$ cat src/rtl/core/ordered_sparse_accumulator_defines.svh
// Assertion macros shared by the ordered sparse accumulator RTL
`ifndef ORDERED_SPARSE_ACCUMULATOR_DEFINES_SVH
`define ORDERED_SPARSE_ACCUMULATOR_DEFINES_SVH

`ifndef SYNTHESIS

// same-cycle implication
`define OSA_ASSERT_NOW(label, clk, rst, ante, cons) \
   label: assert property (@(posedge clk) disable iff (rst) (ante) |-> (cons)) \
      else $error("osa assertion failed");

// next-cycle implication
`define OSA_ASSERT_NEXT(label, clk, rst, ante, cons) \
   label: assert property (@(posedge clk) disable iff (rst) (ante) |=> (cons)) \
      else $error("osa assertion failed");

`else

`define OSA_ASSERT_NOW(label, clk, rst, ante, cons)
`define OSA_ASSERT_NEXT(label, clk, rst, ante, cons)

`endif

`endif

$ cat src/rtl/core/osa_pkg.sv
// Types, constants and arithmetic helpers of the ordered sparse accumulator
package osa_pkg;

   localparam int TABLE_DEPTH = 64;
   localparam int IDX_W       = $clog2(TABLE_DEPTH);
   localparam int CNT_W       = $clog2(TABLE_DEPTH + 1);
   localparam int KEY_W       = 32;
   localparam int AMT_W       = 32;
   localparam int ENTRY_W     = KEY_W + AMT_W;
   localparam int PADDR_W     = 4;
   localparam int PDATA_W     = 32;
   localparam int USER_W      = 2;

   localparam logic [CNT_W-1:0] DEPTH_COUNT = CNT_W'(TABLE_DEPTH);

   // register index, taken from paddr[3:2]
   localparam logic [1:0] REG_IDENTITY_KEY     = 2'd0;
   localparam logic [1:0] REG_FILTER_THRESHOLD = 2'd1;
   localparam logic [1:0] REG_FILTER_MODE      = 2'd2;

   // bit positions in rsp_tuser
   localparam int USER_EMPTY    = 0;
   localparam int USER_OVERFLOW = 1;

   typedef enum logic [1:0] {
      FILTER_NONE     = 2'd0,
      FILTER_AT_LEAST = 2'd1,
      FILTER_AT_MOST  = 2'd2,
      FILTER_POSITIVE = 2'd3
   } filter_mode_type;

   typedef struct packed {
      logic [KEY_W-1:0]        identity_key;
      logic signed [AMT_W-1:0] filter_threshold;
      filter_mode_type         filter_mode;
   } cfg_type;

   // signed add, clamped to the 32-bit range
   function automatic logic signed [AMT_W-1:0] sat_add(logic signed [AMT_W-1:0] a,
                                                       logic signed [AMT_W-1:0] b);
      logic signed [AMT_W:0] sum;
      sum = {a[AMT_W-1], a} + {b[AMT_W-1], b};
      if (sum[AMT_W] != sum[AMT_W-1]) begin
         return sum[AMT_W] ? {1'b1, {(AMT_W-1){1'b0}}} : {1'b0, {(AMT_W-1){1'b1}}};
      end
      return sum[AMT_W-1:0];
   endfunction

   function automatic logic passes(logic signed [AMT_W-1:0] v, cfg_type cfg);
      logic keep;
      case (cfg.filter_mode)
         FILTER_AT_LEAST: keep = (v >= cfg.filter_threshold);
         FILTER_AT_MOST:  keep = (v <= cfg.filter_threshold);
         FILTER_POSITIVE: keep = (v > 0);
         default:         keep = 1'b1;
      endcase
      return keep;
   endfunction

endpackage

$ cat src/rtl/core/osa_csr.sv
// APB-style configuration registers of the ordered sparse accumulator
module osa_csr (
   input  logic                         clock,
   input  logic                         reset,
   input  logic                         csr_psel,
   input  logic                         csr_penable,
   input  logic                         csr_pwrite,
   input  logic [osa_pkg::PADDR_W-1:0]  csr_paddr,
   input  logic [osa_pkg::PDATA_W-1:0]  csr_pwdata,
   output logic [osa_pkg::PDATA_W-1:0]  csr_prdata,
   output logic                         csr_pready,
   output osa_pkg::cfg_type             cfg
);

   osa_pkg::cfg_type cfg_ff;
   osa_pkg::cfg_type cfg_in;
   logic             wr_fire;
   logic [1:0]       reg_sel;

   assign csr_pready = 1'b1;
   assign wr_fire    = csr_psel && csr_penable && csr_pwrite && csr_pready;
   assign reg_sel    = csr_paddr[3:2];

   always_comb begin
      cfg_in = cfg_ff;
      if (wr_fire) begin
         case (reg_sel)
            osa_pkg::REG_IDENTITY_KEY:     cfg_in.identity_key = csr_pwdata;
            osa_pkg::REG_FILTER_THRESHOLD: cfg_in.filter_threshold = csr_pwdata;
            osa_pkg::REG_FILTER_MODE:
               cfg_in.filter_mode = osa_pkg::filter_mode_type'(csr_pwdata[1:0]);
            default: cfg_in = cfg_ff;
         endcase
      end
   end

   always_ff @(posedge clock) begin
      if (reset) begin
         cfg_ff <= '{identity_key: '0, filter_threshold: '0,
                     filter_mode: osa_pkg::FILTER_NONE};
      end else begin
         cfg_ff <= cfg_in;
      end
   end

   always_comb begin
      case (reg_sel)
         osa_pkg::REG_IDENTITY_KEY:     csr_prdata = cfg_ff.identity_key;
         osa_pkg::REG_FILTER_THRESHOLD: csr_prdata = cfg_ff.filter_threshold;
         osa_pkg::REG_FILTER_MODE:
            csr_prdata = {{(osa_pkg::PDATA_W-2){1'b0}}, cfg_ff.filter_mode};
         default:                       csr_prdata = '0;
      endcase
   end

   assign cfg = cfg_ff;

endmodule

$ cat config.mk
export PLATFORM = sky130hd
export DESIGN_NAME = osa_csr
export DESIGN_NICKNAME = d
export VERILOG_FILES = /design/src/rtl/core/ordered_sparse_accumulator_defines.svh /design/src/rtl/core/osa_pkg.sv /design/src/rtl/core/osa_csr.sv
export SDC_FILE = /design/constraint.sdc
export NUM_CORES = 1
export LEC_CHECK = 0
export BUFFER_PORTS_ARGS = -buffer_cell sky130_fd_sc_hd__buf_4
export CELL_PAD_IN_SITES_DETAIL_PLACEMENT = 2
export CELL_PAD_IN_SITES_GLOBAL_PLACEMENT = 2
export CORE_MARGIN = 5
export CORE_UTILIZATION = 28
export CTS_CLUSTER_DIAMETER = 200
export DETAILED_ROUTE_END_ITERATION = 10
export PLACE_DENSITY = 0.89
export SLEW_MARGIN = 20
export SYNTH_ARGS = -nofsm -noshare
export SYNTH_HDL_FRONTEND = slang
export SYNTH_SLANG_ARGS = --single-unit
$ cat constraint.sdc
create_clock -name clock -period 3.2 [get_ports clock]
set_input_delay 0.48 -clock clock [delete_from_list [all_inputs] [get_ports clock]]
set_output_delay 0.48 -clock clock [all_outputs]
set_load 0.01 [all_outputs]
==> results.yml, run 1 <==
setup_path:
  cp_num_buf_inv: 2
  max_stage_delay_ns: 0.54
  crit_fanout: 37
  cpLargestDelayFamily: "buffers and inverters"
  path_class: "input port to primary output"
  arrival_ns: 1.65
  cp_cell_sequence: "buf_4 -> mux2i_1 -> o21ai_0 -> buf_4"
  endpoint_kind: "primary output"
  cpMaxStageDelayCell: "buf_4"
  crit_required_ns: 2.72
  start_kind: "input port"
  cpMostUsedCell: "buf_4"
yosys:
  synth_warnings: 0
  synth-seq-cells: 66
  syn_avg_cell_area_sq_um: 9.90
  yosysSeqAreaShare: 0.404
  synth_area_sq_um: 3270
  syn_inst: 330
  synth.distinct_cells: 19
  syn-num-nets: 371
detailed_routing:
  vias_per_cell: 4.66
  drc: 0
  final_antenna_net_count: 0
  routed_wl_mm: 10.3
  first_iter_violations: 61
  dr.pass1.iters: 4
  num_vias: 2793
  wl_per_cell_um: 17.1
hold_path:
  hold_path.class: "input port to flop"
finish:
  n_fill_cell: 1270
  drive_gt1_frac: 0.344
  largest_reg_flops: 66
  utilization: 0.406
  nets: 495
  syn2layout_area_growth_pct: 41.7
  num_antenna_cells: 0
  design_area_sq_um: 4630
place:
  hpwlAfterDp_mm: 7.58
  dpl_cell_area_sq_um: 4350
  gp_congestion: 0.693
  io_buffers: 136
grt:
  antenna_found_initial: 0
  grt_util_met3: 0.0360
  busiest_layer: "met2"
  first_global_vias: 3137
  grt.overflow.total: 0
  grt.met1_usage: 0.172
  grt_pass1_wl_mm: 17.0
  grt_start_max_net_pins: 99
  grtUsageTotal: 0.148
  grt_util_met2: 0.268
power_and_ir_drop:
  p_comb_frac: 0.090
  swShare: 0.220
  powerDensity_nw_per_um2: 416
  leakagePower_nw: 2.21
  p_total_w: 0.00193
  max-vdd-ir-drop_mv: 0.187
  intPower_w: 0.00150
  power_switching_w: 0.000425
  pwr-share-clk: 0.472
  sequentialPowerShare: 0.438
sta:
  slew_headroom: 0.531
  rsz0062_at_grt: "no"
  setup_tns_ns: 0
  worst_slew_pin_slew_ns: 0.703
  setup-violations-final: 0
  final.min_clock_period_ns: 2.13
  fin_crit_sh: 0.665
  finalHoldViolations: 0
  slew_violations: 0
  hold-worst-slack_ns: 0.452
  finalClockSkew_ns: 0
  fmax_mhz: 470
clock_network:
  numCtsBuffers: 9
  postCtsSetupBuffers: 0
  clock-sinks: 66
  cts_resized: 0
  hold_buffers: 0
  cts_tree: "yes"
  cts_buffer_depth: 2
  root_buffer: "clkbuf_16"
  clk_pin_slew_ns: 0.06
  cts_max_level: 3
  clock_latency_ns: 0.31
die:
  placementRows: 39
  coreArea_sq_um: 11400
  dieArea_sq_um: 13900
  die_w_um: 118
  initial_core_util: 0.286
  io_pins: 140
  die_h_um: 118
run:
  maxCapViolCount: 0
outcome:
  status: "finished, final reports clean"
[final timing paths]
path                                       to  slack (ns)      startpoint  cells past startpoint
worst min-delay path                  cfg[17]        0.45  csr_pwdata[15]                      3
worst max register to register         cfg[1]        2.48          cfg[1]                      2
worst min register to register        cfg[60]        0.49         cfg[60]                      2
worst max-delay path            csr_prdata[1]        1.07    csr_paddr[2]                      4
[power by group through the flow]
stage | registers, W | logic (W) | clock network (W)
2_1_floorplan | 0.000863 | 0.0000953 | 0
3_3_place_gp | 0.000859 | 0.000170 | 0
3_5_place_dp | 0.000860 | 0.000177 | 0
4_1_cts | 0.000843 | 0.000178 | 0.000940
5_1_grt | 0.000844 | 0.000190 | 0.000978
6_report | 0.000843 | 0.000174 | 0.000910
[through the flow]
stage               cells  worst slack, ns
global placement      586             1.08
CTS                   600             1.05
finish                600             1.07
global route          600             1.02
floorplan             330             1.57
detailed placement    586             1.05
[cell usage in the layout (no fill, tap or decap)]
| cell type | instances |
|---|---|
| buf_12 | 1 |
| buf_4 | 138 |
| clkbuf_16 | 9 |
| clkbuf_8 | 3 |
| clkinv_2 | 1 |
| clkinvlp_4 | 1 |
| conb_1 | 1 |
| dfxtp_1 | 66 |
| mux2i_1 | 98 |
| nand2_1 | 2 |
| nand2b_1 | 98 |
| nand3_2 | 1 |
| nand4_1 | 1 |
| nor2_1 | 30 |
| nor2b_1 | 1 |
| nor3_4 | 1 |
| nor3b_2 | 1 |
| o21ai_0 | 2 |
| or3_2 | 1 |
| or3b_1 | 1 |
[cell usage after synthesis]
library cell / instances / area (sq um)
buf_12: 2 / 40.0
or3b_1: 1 / 8.76
nand4_1: 1 / 6.26
buf_4: 5 / 37.5
nor3b_1: 1 / 7.51
o21ai_0: 2 / 10.0
conb_1: 1 / 3.75
dfxtp_1: 66 / 1320
mux2i_1: 98 / 981
buf_6: 1 / 11.3
buf_2: 5 / 25.0
nor2_1: 30 / 113
nand2b_1: 98 / 613
nand3_2: 1 / 10.0
nor2b_1: 1 / 6.26
nand2_1: 2 / 7.51
or3_2: 1 / 7.51
nor3_2: 1 / 10.0
clkbuf_1: 13 / 48.8
[cell type report]
cell class | instances | area, sq um | area share
multi-input cells | 238 | 1800 | 0.388
flip-flops and latches | 66 | 1320 | 0.285
repair buffers | 139 | 1060 | 0.228
clock buffers | 12 | 267 | 0.0576
well taps | 143 | 179 | 0.0386
clock inverters | 2 | 12.5 | 0.00270
[worst min-delay path, stage by stage]
cell and delay [ns]:
buf_4 0.08, nand2b_1 0.06, mux2i_1 0.11
[layer usage]
metal / part of all wire / wire (um) / up-vias
li1: - / - / 1326
met1: 0.41 / 4220 / 1381
met2: 0.53 / 5440 / 78
met3: 0.048 / 488 / 8
met4: 0.010 / 105 / 0
met5: 0 / 0 / -
[cell families (layout without fill, tap and decap cells)]
group / count (synthesis) / after routing / share of synthesized area
and+or+nand+nor: 137 / 137 / 0.242
buffers and inverters: 26 / 153 / 0.0498
DFF: 66 / 66 / 0.404
AOI/OAI and AO/OA: 2 / 2 / 0.00306
other: 1 / 1 / 0.00115
muxes: 98 / 98 / 0.300
No activity file was read; power rests on OpenSTA's default activity.
==> run 2: changes to the inputs <==
ABC_AREA = 1   (was unset)
CORE_UTILIZATION = 24   (was 28)
PLACE_DENSITY = 0.87   (was 0.89)
clock period = 2.04 ns   (was 3.2 ns; I/O delays follow)
==> results.yml, run 2 <==
yosys:
  yosysSeqAreaShare: 0.423
  synth_edf_count: 0
  syn_inst: 450
  syn_avg_cell_area_sq_um: 6.94
  yosysTopAreaCell: "dfxtp_1"
  synth_area_sq_um: 3120
  yosysTopAreaCellShare: 0.423
  async_reset_ff_frac: 0
  synth.distinct_cells: 15
  synthTopCellsByCount: "nor2_1 (134), nand2_1 (76), nand3_1 (69), dfxtp_1 (66), inv_1 (34)"
  synth_flop_cell: "dfxtp_1"
  synth.most_common_cell: "nor2_1"
  synth_warnings: 0
  syn-num-nets: 491
  synth_area_leaders: "dfxtp_1 (42%), nor2_1 (16%), nand3_1 (11%), nand2_1 (9.1%), a22o_1 (8.4%)"
  synth-seq-cells: 66
detailed_routing:
  routed_wl_mm: 12.1
  first_iter_violations: 129
  met1_length_mm: 4.69
  wl_met3_um: 704
  dr.pass1.iters: 4
  final_antenna_net_count: 0
  vias_per_cell: 4.58
  num_vias: 3449
  dr.max_layer_used: "met4"
  drc: 0
  wl_per_cell_um: 16.1
  wl_met2_mm: 6.57
power_and_ir_drop:
  powerDensity_nw_per_um2: 717
  intPower_w: 0.00249
  leakagePower_nw: 2.22
  swShare: 0.239
  sequentialPowerShare: 0.410
  max-vdd-ir-drop_mv: 0.392
  p_comb_frac: 0.114
  pwr-share-clk: 0.476
  power_switching_w: 0.000784
outcome:
  status: "finished, final reports clean"
grt:
  grt.overflow.total: 0
  grt_start_max_net_pins: 67
  first_global_vias: 3746
  grtUsageTotal: 0.158
  grt_pass1_wl_mm: 19.0
  antenna_found_initial: 0
clock_network:
  cts_buffer_depth: 2
  clock-sinks: 66
  numCtsBuffers: 9
  cts_tree: "yes"
  root_buffer: "clkbuf_16"
  clock_latency_ns: 0.32
  postCtsSetupBuffers: 0
  hold_buffers: 0
  cts_resized: 0
  clk_pin_slew_ns: 0.05
  cts_max_level: 3
setup_path:
  cp_num_buf_inv: 3
  crit_required_ns: 1.73
  cpMostUsedCell: "buf_4"
  arrival_ns: 1.30
  cpLargestDelayFamily: "buffers and inverters"
  cp_cell_sequence: "buf_4 -> nor2_4 -> buf_4 -> a22o_1 -> buf_4"
  path_class: "input port to primary output"
  max_stage_delay_ns: 0.33
  cpMaxStageDelayCell: "buf_4"
  start_kind: "input port"
  crit_fanout: 27
  endpoint_kind: "primary output"
finish:
  largest_reg_flops: 66
  drive_gt1_frac: 0.291
  n_fill_cell: 1544
  multi_input_area_sq_um: 1450
  num_antenna_cells: 0
  nets: 617
  layout_commonest_cell: "buf_4"
  syn2layout_area_growth_pct: 46.4
  fin_cells: 753
  final_cell_mix: "buf_4 (145), nor2_1 (134), nand2_1 (76), nand3_1 (69), dfxtp_1 (66)"
  seq_area_sq_um: 1320
die:
  placementRows: 41
  io_pins: 140
  dieArea_sq_um: 15400
  coreArea_sq_um: 12700
  die_h_um: 124
  die_w_um: 124
  initial_core_util: 0.246
sta:
  setup-violations-final: 0
  rsz0062_at_grt: "no"
  slew_violations: 0
  setup_tns_ns: 0
  finalHoldViolations: 0
  final.min_clock_period_ns: 1.60
  fin_crit_sh: 0.785
  finalClockSkew_ns: 0
  fmax_mhz: 624
place:
  placed_cells: 737
  hpwlAfterDp_mm: 8.80
  io_buffers: 136
  gp_congestion: 0.747
hold_path:
  hold_path.class: "input port to flop"
run:
  maxCapViolCount: 0
==> run 2: power by group through the flow <==
stage          sequential [W]  combinational (W)  clock (W)
5_1_grt               0.00135           0.000414    0.00167
3_3_place_gp          0.00137           0.000360          0
4_1_cts               0.00134           0.000382    0.00161
6_report              0.00134           0.000373    0.00156
3_5_place_dp          0.00137           0.000379          0
2_1_floorplan         0.00138           0.000193          0
==> run 2: final cells by class <==
| cell class | instances | share of cell area |
|---|---|---|
| multi-input combinational | 315 | 0.318 |
| sequential | 66 | 0.289 |
| timing repair buffer | 148 | 0.251 |
| clock buffer | 14 | 0.0578 |
| tap | 172 | 0.0471 |
| inverter | 36 | 0.0296 |
| clock inverter | 2 | 0.00766 |
==> run 2: path summary, 6_finish.rpt <==
path,from,end,slack (ns),cells past startpoint
worst min register to register,cfg[43],cfg[43],0.50,2
worst max register to register,cfg[14],cfg[14],1.36,2
worst max-delay path,csr_paddr[3],csr_prdata[14],0.44,5
worst min-delay path,csr_pwdata[23],cfg[57],0.32,5
==> run 2: stage by stage <==
stage | setup slack (ns) | area, sq um | util | hold slack, ns | power [W]
3_3_place_gp | 0.507 | 4270 | 0.337 | 0.491 | 0.00173
5_1_grt | 0.382 | 4570 | 0.361 | 0.335 | 0.00343
2_1_floorplan | 0.832 | 3120 | - | 0.519 | 0.00157
4_1_cts | 0.433 | 4570 | 0.361 | 0.314 | 0.00333
6_report | 0.438 | 4570 | 0.361 | 0.321 | 0.00327
3_5_place_dp | 0.457 | 4270 | 0.337 | 0.500 | 0.00175
==> run 2: cell families (layout without fill, tap and decap cells) <==
| family | Yosys count | count (layout) | synth area share |
|---|---|---|---|
| AOI/OAI and AO/OA | 30 | 30 | 0.0842 |
| buffers and inverters | 69 | 200 | 0.113 |
| DFF | 66 | 66 | 0.423 |
| other | 1 | 1 | 0.00120 |
| and+or+nand+nor | 284 | 284 | 0.378 |
==> run 2: worst register-to-register path, delay by kind of cell (launching register included) <==
| family | cells | cell delay (ns) |
|---|---|---|
| flip-flops | 1 | 0.34 |
| AND/OR/NAND/NOR | 2 | 0.22 |
==> run 2: per-layer routing <==
layer,vias to the layer above,GRT usage
met2,83,0.301
met1,1677,0.168
met4,0,0.0507
met3,14,0.0386
li1,1675,-
met5,-,0
==> run 3: changes to the inputs <==
CORE_UTILIZATION = 22   (was 24)
PLACE_DENSITY = 0.85   (was 0.87)
clock period = 1.3 ns   (was 2.04 ns; I/O delays follow)
==> results.yml, run 3 (synthesized netlist as in run 2, its figures left out) <==
grt:
  grt_pass1_wl_mm: 20.1
  first_global_vias: 3906
  antenna_found_initial: 0
  grt_start_max_net_pins: 67
  grtUsageTotal: 0.152
  grt.overflow.total: 0
clock_network:
  clk_pin_slew_ns: 0.05
  clock_latency_ns: 0.33
  root_buffer: "clkbuf_16"
  hold_buffers: 0
  clock-sinks: 66
  cts_tree: "yes"
  numCtsBuffers: 9
  cts_max_level: 3
  cts_buffer_depth: 2
power_and_ir_drop:
  p_comb_frac: 0.124
  power_switching_w: 0.00126
  powerDensity_nw_per_um2: 1100
  leakagePower_nw: 2.31
  max-vdd-ir-drop_mv: 0.476
  pwr-share-clk: 0.474
  intPower_w: 0.00400
  swShare: 0.239
  sequentialPowerShare: 0.401
outcome:
  status: "finished, final reports clean"
die:
  dieArea_sq_um: 16700
  die_w_um: 129
  io_pins: 140
  die_h_um: 129
  initial_core_util: 0.225
  placementRows: 43
  coreArea_sq_um: 13900
detailed_routing:
  vias_per_cell: 4.56
  dr.pass1.iters: 4
  met1_length_mm: 5.11
  wl_per_cell_um: 16.6
  routed_wl_mm: 12.7
  wl_met2_mm: 6.78
  drc: 0
  final_antenna_net_count: 0
  dr.max_layer_used: "met4"
  wl_met3_um: 673
  first_iter_violations: 87
  num_vias: 3496
setup_path:
  ff2ff_path_depth: 2
  path_class: "input port to primary output"
  crit_required_ns: 1.11
  arrival_ns: 1.06
  crit_fanout: 16
  start_kind: "input port"
  endpoint_kind: "primary output"
sta:
  slew_violations: 0
  rsz0062_at_grt: "no"
  finalHoldViolations: 0
  fin_crit_sh: 0.965
  finalClockSkew_ns: 0
  setup-violations-final: 0
  hold-worst-slack_ns: 0.196
  fmax_mhz: 797
  final.min_clock_period_ns: 1.25
  setup_tns_ns: 0
hold_path:
  holdPathStages: 5
  hold_path.class: "input port to flop"
place:
  gp_congestion: 0.729
  io_buffers: 136
  hpwlAfterDp_mm: 8.99
finish:
  num_antenna_cells: 0
  final_cell_mix: "buf_4 (141), nor2_1 (134), nand2_1 (76), nand3_1 (69), dfxtp_1 (65)"
  nets: 624
  largest_reg_flops: 66
  syn2layout_area_growth_pct: 53.6
  layout_commonest_cell: "buf_4"
  drive_gt1_frac: 0.303
run:
  maxCapViolCount: 0
-- run 3: what timing repair did --
action / in CTS / in global routing
endpoints found under the setup margin: 0 / 21
buffers inserted: 0 / 3
resized for setup: 0 / 2
-- run 3: worst paths after layout --
check / start / to / slack [ns]
setup reg to reg: cfg[28] / cfg[28] / 0.63
setup / recovery: csr_paddr[2] / csr_prdata[5] / 0.05
hold reg to reg: cfg[11] / cfg[11] / 0.50
hold / removal: csr_pwdata[14] / cfg[48] / 0.20
-- run 3: metal layers --
metal | vias up | GRT usage
li1 | 1684 | -
met1 | 1721 | 0.166
met2 | 81 | 0.286
met3 | 10 | 0.0408
met4 | 0 | 0.0457
met5 | - | 0
-- run 3: through the flow --
| stage | total power [W] | std cells | utilization | setup WS, ns | area [sq um] |
|---|---|---|---|---|---|
| 4_1_cts | 0.00533 | 762 | 0.339 | 0.00478 | 4710 |
| 3_3_place_gp | 0.00275 | 747 | 0.317 | 0.0575 | 4400 |
| 3_5_place_dp | 0.00279 | 747 | 0.317 | 0.00736 | 4400 |
| 5_1_grt | 0.00551 | 767 | 0.346 | 0.0000282 | 4800 |
| 6_report | 0.00526 | 767 | 0.346 | 0.0453 | 4800 |
| 2_1_floorplan | 0.00246 | 450 | - | 0.314 | 3120 |
-- run 3: layout make-up --
class,instances,area [sq um]
fill,1641,9080
inverter,36,138
multi-input combinational,315,1460
clock buffer,13,270
sequential,66,1320
tap,180,225
timing repair buffer,155,1350
clock inverter,2,35.0
-- run 3: worst max-delay path, cell delays in order --
cell	delay, ns
buf_4	0.14
inv_4	0.06
nor2_4	0.04
buf_12	0.13
clkbuf_16	0.17
a22o_1	0.18
buf_4	0.14
-- run 3: power groups by stage --
stage | Combinational [W] | Clock (W) | Sequential [W]
final | 0.000654 | 0.00249 | 0.00211
after global routing | 0.000722 | 0.00267 | 0.00211
after CTS | 0.000636 | 0.00259 | 0.00211
after detailed placement | 0.000633 | 0 | 0.00215
after global placement | 0.000606 | 0 | 0.00215
after floorplan | 0.000302 | 0 | 0.00216
